### src/rtl/gcve_pkg.sv
// Shared types, codes and constants of the ghost cell velocity extrapolation block.
package gcve_pkg;

  localparam int WORD_BITS = 32;
  localparam int SAT_BITS  = (WORD_BITS < 32) ? WORD_BITS : 32;
  localparam logic [33:0] VEL_MAX = 34'((64'd1 << (SAT_BITS - 1)) - 64'd1);

  localparam int ROOT_W    = 31;
  localparam int BETA_W    = 17;
  localparam int QUOT_W    = 34;
  localparam logic [16:0] BETA_HALF = 17'd32768;

  // configuration register indexes
  localparam logic [2:0] CFG_CENTER_X    = 3'd0;
  localparam logic [2:0] CFG_CENTER_Y    = 3'd1;
  localparam logic [2:0] CFG_RADIUS      = 3'd2;
  localparam logic [2:0] CFG_CELL_WIDTH  = 3'd3;
  localparam logic [2:0] CFG_CELL_HEIGHT = 3'd4;

  localparam logic signed [31:0] RST_CENTER_X    = 32'sd65536;
  localparam logic signed [31:0] RST_CENTER_Y    = 32'sd32768;
  localparam logic [30:0]        RST_RADIUS      = 31'd6554;
  localparam logic [30:0]        RST_CELL_WIDTH  = 31'd512;
  localparam logic [30:0]        RST_CELL_HEIGHT = 31'd512;

  // chosen side
  localparam logic [1:0] DIR_LEFT   = 2'd0;
  localparam logic [1:0] DIR_RIGHT  = 2'd1;
  localparam logic [1:0] DIR_BOTTOM = 2'd2;
  localparam logic [1:0] DIR_TOP    = 2'd3;

  // fault codes
  localparam logic [2:0] FLT_OK     = 3'd0;
  localparam logic [2:0] FLT_NOINT  = 3'd1;
  localparam logic [2:0] FLT_NONE   = 3'd2;
  localparam logic [2:0] FLT_BOTH   = 3'd3;
  localparam logic [2:0] FLT_CENTER = 3'd4;

  typedef struct packed {
    logic signed [31:0] point_x;
    logic signed [31:0] point_y;
    logic signed [31:0] vel_left_near;
    logic signed [31:0] vel_left_far;
    logic signed [31:0] vel_right_near;
    logic signed [31:0] vel_right_far;
    logic signed [31:0] vel_down_near;
    logic signed [31:0] vel_down_far;
    logic signed [31:0] vel_up_near;
    logic signed [31:0] vel_up_far;
  } in_t;

  typedef struct packed {
    logic signed [31:0] velocity_out;
    logic [1:0]         direction;
    logic [16:0]        wall_fraction;
    logic [2:0]         fault;
  } out_t;

  typedef struct packed {
    logic signed [31:0] center_x;
    logic signed [31:0] center_y;
    logic [30:0]        radius;
    logic [30:0]        cell_width;
    logic [30:0]        cell_height;
  } cfg_t;

  // per-word sideband carried down the front half
  typedef struct packed {
    logic [1:0]         dir;
    logic [2:0]         fault;
    logic signed [31:0] u1;
    logic signed [31:0] u2;
  } side_t;

  // per-word sideband carried down the back half
  typedef struct packed {
    logic [1:0]  dir;
    logic [2:0]  fault;
    logic [16:0] beta;
  } tag_t;

endpackage

### src/rtl/gcve_beta.sv
// Segment cut test, wall distance and pipelined beta division.
module gcve_beta (
  input  logic                 clk,
  input  logic                 rst_n,
  input  logic                 adv,
  input  logic                 in_vld,
  input  logic [30:0]          root,
  input  logic signed [32:0]   in_along,
  input  logic [30:0]          in_step,
  input  gcve_pkg::side_t      in_side,
  output logic                 vld,
  output logic [16:0]          beta,
  output gcve_pkg::side_t      side
);

  localparam int N = gcve_pkg::BETA_W;

  // stage E: segment ends
  logic signed [33:0]  along34, step34, end_pt;
  logic                odd_in;
  assign along34 = 34'(in_along);
  assign step34  = 34'($signed({1'b0, in_step}));
  assign odd_in  = in_side.dir[0];
  assign end_pt  = odd_in ? along34 + step34 : along34 - step34;

  logic                e_vld_r;
  logic signed [33:0]  e_lo_r, e_hi_r, e_along_r;
  logic [30:0]         e_root_r, e_step_r;
  gcve_pkg::side_t     e_side_r;

  always_ff @(posedge clk) begin
    if (!rst_n) begin
      e_vld_r <= 1'b0;
    end else if (adv) begin
      e_vld_r <= in_vld;
    end
  end

  always_ff @(posedge clk) begin
    if (adv) begin
      e_lo_r    <= odd_in ? along34 : end_pt;
      e_hi_r    <= odd_in ? end_pt : along34;
      e_along_r <= along34;
      e_root_r  <= root;
      e_step_r  <= in_step;
      e_side_r  <= in_side;
    end
  end

  // stage F: which cut points lie on the segment
  logic signed [33:0]  sp, sn;
  logic                on1, on2;
  gcve_pkg::side_t     f_side_nxt;
  assign sp  = 34'($signed({1'b0, e_root_r}));
  assign sn  = -sp;
  assign on1 = (e_lo_r <= sp) && (sp <= e_hi_r);
  assign on2 = (e_lo_r <= sn) && (sn <= e_hi_r);

  always_comb begin
    f_side_nxt = e_side_r;
    if (e_side_r.fault == gcve_pkg::FLT_OK) begin
      priority if (!on1 && !on2) begin
        f_side_nxt.fault = gcve_pkg::FLT_NONE;
      end else if (on1 && on2) begin
        f_side_nxt.fault = gcve_pkg::FLT_BOTH;
      end else begin
        f_side_nxt.fault = gcve_pkg::FLT_OK;
      end
    end
  end

  logic                f_vld_r, f_on1_r;
  logic signed [33:0]  f_along_r, f_sp_r;
  logic [30:0]         f_step_r;
  gcve_pkg::side_t     f_side_r;

  always_ff @(posedge clk) begin
    if (!rst_n) begin
      f_vld_r <= 1'b0;
    end else if (adv) begin
      f_vld_r <= e_vld_r;
    end
  end

  always_ff @(posedge clk) begin
    if (adv) begin
      f_on1_r   <= on1;
      f_along_r <= e_along_r;
      f_sp_r    <= sp;
      f_step_r  <= e_step_r;
      f_side_r  <= f_side_nxt;
    end
  end

  // stage G: distance to the cut, never more than one cell
  logic signed [33:0]  hit, gap;
  assign hit = f_on1_r ? f_sp_r : -f_sp_r;
  assign gap = f_side_r.dir[0] ? hit - f_along_r : f_along_r - hit;

  logic                g_vld_r;
  logic [30:0]         g_dist_r, g_step_r;
  gcve_pkg::side_t     g_side_r;

  always_ff @(posedge clk) begin
    if (!rst_n) begin
      g_vld_r <= 1'b0;
    end else if (adv) begin
      g_vld_r <= f_vld_r;
    end
  end

  always_ff @(posedge clk) begin
    if (adv) begin
      g_dist_r <= gap[30:0];
      g_step_r <= f_step_r;
      g_side_r <= f_side_r;
    end
  end

  // distance * 2^16 / step, one quotient bit per stage
  logic                vld_r  [0:N-1];
  logic [31:0]         rem_r  [0:N-1];
  logic [16:0]         q_r    [0:N-1];
  logic [30:0]         step_r [0:N-1];
  gcve_pkg::side_t     side_r [0:N-1];

  for (genvar k = 0; k < N; k++) begin : g_div
    localparam int BIT = N - 1 - k;
    logic              vld_in, ge;
    logic [31:0]       rem_in;
    logic [16:0]       q_in;
    logic [30:0]       step_in;
    gcve_pkg::side_t   side_in;

    if (k == 0) begin : g_first
      assign vld_in  = g_vld_r;
      assign rem_in  = {1'b0, g_dist_r};
      assign q_in    = 17'd0;
      assign step_in = g_step_r;
      assign side_in = g_side_r;
    end else begin : g_next
      assign vld_in  = vld_r[k-1];
      assign rem_in  = {rem_r[k-1][30:0], 1'b0};
      assign q_in    = q_r[k-1];
      assign step_in = step_r[k-1];
      assign side_in = side_r[k-1];
    end

    assign ge = rem_in >= {1'b0, step_in};

    always_ff @(posedge clk) begin
      if (!rst_n) begin
        vld_r[k] <= 1'b0;
      end else if (adv) begin
        vld_r[k] <= vld_in;
      end
    end

    always_ff @(posedge clk) begin
      if (adv) begin
        rem_r[k]  <= ge ? rem_in - {1'b0, step_in} : rem_in;
        q_r[k]    <= q_in | (17'(ge) << BIT);
        step_r[k] <= step_in;
        side_r[k] <= side_in;
      end
    end
  end

  assign vld  = vld_r[N-1];
  assign beta = q_r[N-1];
  assign side = side_r[N-1];

endmodule

### config.mk
export PLATFORM = sky130hd
export DESIGN_NAME = gcve_beta
export DESIGN_NICKNAME = d
export VERILOG_FILES = /design/src/rtl/gcve_pkg.sv /design/src/rtl/gcve_beta.sv
export SDC_FILE = /design/constraint.sdc
export NUM_CORES = 2
export LEC_CHECK = 0
export ABC_AREA = 1
export BUFFER_PORTS_ARGS = -buffer_cell sky130_fd_sc_hd__buf_2
export CAP_MARGIN = 30
export CORE_ASPECT_RATIO = 0.7
export CORE_MARGIN = 3
export CORE_UTILIZATION = 37
export CTS_BUF_LIST = sky130_fd_sc_hd__clkbuf_16
export CTS_CLUSTER_SIZE = 25
export DETAILED_ROUTE_END_ITERATION = 10
export GPL_TIMING_DRIVEN = 1
export PLACE_DENSITY = 0.56
export RECOVER_POWER = 50
export SETUP_SLACK_MARGIN = 0.02
export SLEW_MARGIN = 20
export SYNTH_ARGS = -nofsm -noshare
export SYNTH_HDL_FRONTEND = slang
export SYNTH_SLANG_ARGS = --single-unit
### constraint.sdc
create_clock -name clk -period 3.6 [get_ports clk]
set_input_delay 0.9 -clock clk [delete_from_list [all_inputs] [get_ports clk]]
set_output_delay 0.9 -clock clk [all_outputs]
set_load 0.03 [all_outputs]
==> implementation parameters <==
Parameter                              Value

Logic synthesis
  Fraction of the mapped netlist area in adder cells    7.096%
  Compound-Gate Fraction of Synth Area    6.513%
  Number of synthesized register bits    2,862
  Number of instances in the synthesized netlist    12.86k
  Fraction of synthesis flops using an asynchronous set or reset pin    0%
  Post-Synth XOR/XNOR Area    2.346%
  Average cell area after synthesis    10.71 µm²
  Portion of netlist area occupied by mux cells    0.007265%
  Proportion of synthesized chip area in sequential cells    62.35%
  Dominant cell by count in the synthesized netlist    sky130_fd_sc_hd__nand2_1
  Portion of synthesized cell area occupied by the leading cell type    62.29%
  Netlist area before placement    137,800 µm²
  Number of synthesized flops with an enable pin    2,858
  Post-Synth Simple-Gate Area    16.90%
  Yosys top cell by area    sky130_fd_sc_hd__edfxtp_1
  Top cell types by occurrence after synthesis    sky130_fd_sc_hd__nand2_1, sky130_fd_sc_hd__edfxtp_1, sky130_fd_sc_hd__inv_1, sky130_fd_sc_hd__nor2_1, sky130_fd_sc_hd__a21oi_1
  Distinct cells, synth    55
  Dominant combinational cell family by area after synthesis    simple AND/OR/NAND/NOR gates
  Most frequently used flop master after synthesis    sky130_fd_sc_hd__edfxtp_1
  Yosys synthesis warning count    0
  Net Count, Synth    13.80k
  Ranking of synthesized cells by area    sky130_fd_sc_hd__edfxtp_1, sky130_fd_sc_hd__nand2_1, sky130_fd_sc_hd__ha_1

Route
  WL final    383,300 µm
  Detailed-route wire length on metal 1    200,500 µm
  DR WL met2    140,000 µm
  Number of detailed-routing iterations run before antenna repair    7
  Starting DRC count in detailed routing    10.91k
  Detail Route met3 WL    36,650 µm
  Highest metal layer with signal wires    met5
  Vias after detailed routing    95.12k
  Post-route DRC    0
  Final routed wire length divided by cell count    20.19 µm
  Via density    5.012
  Antenna Nets Post-Route    0

Setup path
  Reg-to-reg startpoint    e_root_r[0]$_DFFE_PP_
  Req. time, crit path    4.33 ns
  Setup crit start    e_root_r[0]$_DFFE_PP_
  Cell with the largest stage delay on the worst path    sky130_fd_sc_hd__edfxtp_1
  CP Class    flop to flop
  Cell with the most instances on the worst path    sky130_fd_sc_hd__nand2_1
  Endpoint class of the critical path    flop
  Longest individual stage delay on the worst path    0.39 ns
  Crit path max fanout    4
  Type of element launching the critical path    flop
  Cell class contributing the biggest share of worst-path delay    simple AND/OR/NAND/NOR gates
  Critical Path AT    4.28 ns
  Count of buffer and inverter cells on the critical path    5

STA
  Relative slew slack    -15.48%
  Highest Clock Rate    281.4 MHz
  Setup repair after global routing missed its margin    yes
  Final Skew    0.1021 ns
  Worst slew pin tran    1.732 ns
  Setup TNS    0 ns
  Number of max-slew violations in the final report    44
  Fin crit period    3.553 ns
  Period utilization    98.71%
  Final Worst Setup Slack    0.04651 ns
  Total setup violations reported at the end of the flow    0
  Hold violation count in the final report    0

Clock network
  Total clock buffers created by CTS    299
  Longest Clk Path Bufs    4
  Clock-pin slew on the worst setup and hold paths    0.06 ns
  CTS tree    done
  Number of clock sinks seen by CTS    2,862
  Clock tree root buffer cell    sky130_fd_sc_hd__clkbuf_16
  Clk Latency, worst-skew pair    0.91 ns
  Clock H-tree levels    5

GRT
  Antenna violations before repair    20
  Wire length of the first global-routing pass    562,500 µm
  Via count of the first global-routing pass    86.99k
  Overall routing resource usage    19.62%
  Residual overflow from global routing    0
  Pin count of the biggest net entering global routing    110

Finish
  Number of inserted filler cells in the final layout    35.02k
  Final core utilization    43.21%
  Final design instance area without fill    159,400 µm²
  Share of cells above drive strength 1    10.01%
  Total number of nets in the final design    14.80k
  Area Overhead vs Synth    15.70%

Floorplanning
  Area of the die    379,800 µm²
  Chip Width    735.3 µm
  Ports    255
  Core Rows    186
  Area of the core    368,900 µm²
  Initial Util    37.35%
  Die height    516.5 µm

Min path
  Beginning of the worst hold path    in_side[0]
  Min-Delay Path Class    primary input to flop

Power and ir drop
  Lkg Pwr    66.68 nW
  Power density over the cells    757.8 nW/µm²
  Overall power    0.1208 W
  Maximum VDD drop    0.4058 mV

Placement
  Worst setup slack before clock tree synthesis    -0.4453 ns
  Cell area after placement    149,200 µm²
  GP Congestion    0.9579
  Number of input and output port buffers inserted    254
  Post-DP HPWL    299,500 µm

Run status
  Result of the run    complete, but fails checks
  Violated checks    capacitance limit, slew limit

Job
  Number of max-cap violations    2
[layer usage]
layer / vias up / track usage [%]
met1: 45106 / 32.90
met3: 392 / 5.121
met4: 4 / 3.339
li1: 46306 / -
met5: - / 0
met2: 3316 / 24.70
[final timing paths]
| check | end | slack, ns | cells past startpoint |
|---|---|---|---|
| max | f_side_r[65]$_DFFE_PP_ | 0.05 | 27 |
| min | e_side_r[0]$_DFFE_PP_ | 0.18 | 1 |
| max reg2reg | f_side_r[65]$_DFFE_PP_ | 0.05 | 27 |
| min reg2reg | side_r[1][143]$_DFFE_PP_ | 0.38 | 0 |
[placed cells by master, fill, tap and decap left out, drive strengths merged, types with 4 or more instances in the layout]
cell type  netlist  final
o21a            31     31
clkinvlp         0     18
dfxtp            4      4
nor2          1044   1044
fa              19     19
inv           1521   1583
clkinv           0    122
a21boi           4      4
a21oi          772    772
xor2           221    221
bufinv           0     23
ha             751    751
nor4            33     33
o21bai          33     33
xnor2          148    148
nand4          192    192
nand2         3351   3351
o22ai            6      6
and2             8      8
nor3           135    135
clkbuf          46    427
o211ai          39     39
a21o            88     88
or2             10     10
o31ai            4      4
o21ai          699    699
nand3b         161    161
edfxtp        2858   2858
buf             87    709
nand3          586    586
[cells by family (layout without fill, tap and decap cells)]
family          count (synthesis)  after routing
mux                             1              1
flops                        2862           2862
xor+xnor                      369            369
buf+inv                      1654           2882
simple gates                 5526           5526
compound gates               1681           1681
fa+ha+maj                     770            770
other cells                     0              2
[state kept, by name, indices dropped and copies added, names as in the netlist, 34 cells and up]
name / cells
g_div.side_in: 69
rem_r: 496
e_hi_r: 34
e_lo_r: 34
side_r: 1173
f_side_r: 69
step_r: 496
q_r: 153
e_side_r: 69
[area by class of cell]
class | instances | area, µm² | share of cell area [%]
Clock buffer | 301 | 7532 | 4.726
Antenna cell | 2 | 5.005 | 0.003140
Multi-Input combinational cell | 8347 | 46040 | 28.89
Clock inverter | 225 | 1984 | 1.245
Timing Repair Buffer | 835 | 6080 | 3.814
Inverter | 1521 | 5732 | 3.596
Sequential cell | 2862 | 85900 | 53.89
Tap cell | 4888 | 6116 | 3.837
[power by group]
group / total [W] / switching (W) / leakage, nW / internal [W]
Clock: 0.0302 / 0.0132 / 4.77 / 0.0170
Sequential: 0.0467 / 0.00307 / 28.1 / 0.0436
Combinational: 0.0439 / 0.0295 / 33.9 / 0.0144
Total: 0.121 / 0.0457 / 66.7 / 0.0750
[stage by stage]
stage | std cells | hold slack, ns
4_1_cts | 18964 | 0.08631
2_1_floorplan | 12863 | 0.4003
5_1_grt | 18980 | 0.1083
6_report | 18981 | 0.1798
3_5_place_dp | 18430 | 0.4045
3_3_place_gp | 18430 | 0.4001
[timing repair]
item / 4_1_cts / 5_1_grt
setup buffers: 8 / 15
endpoints found under the setup margin: 2 / 22
gates resized for setup: 38 / 166
hold buffers: 0 / 0
pin swaps: 30 / 58
No activity file was read; power rests on OpenSTA's default activity.
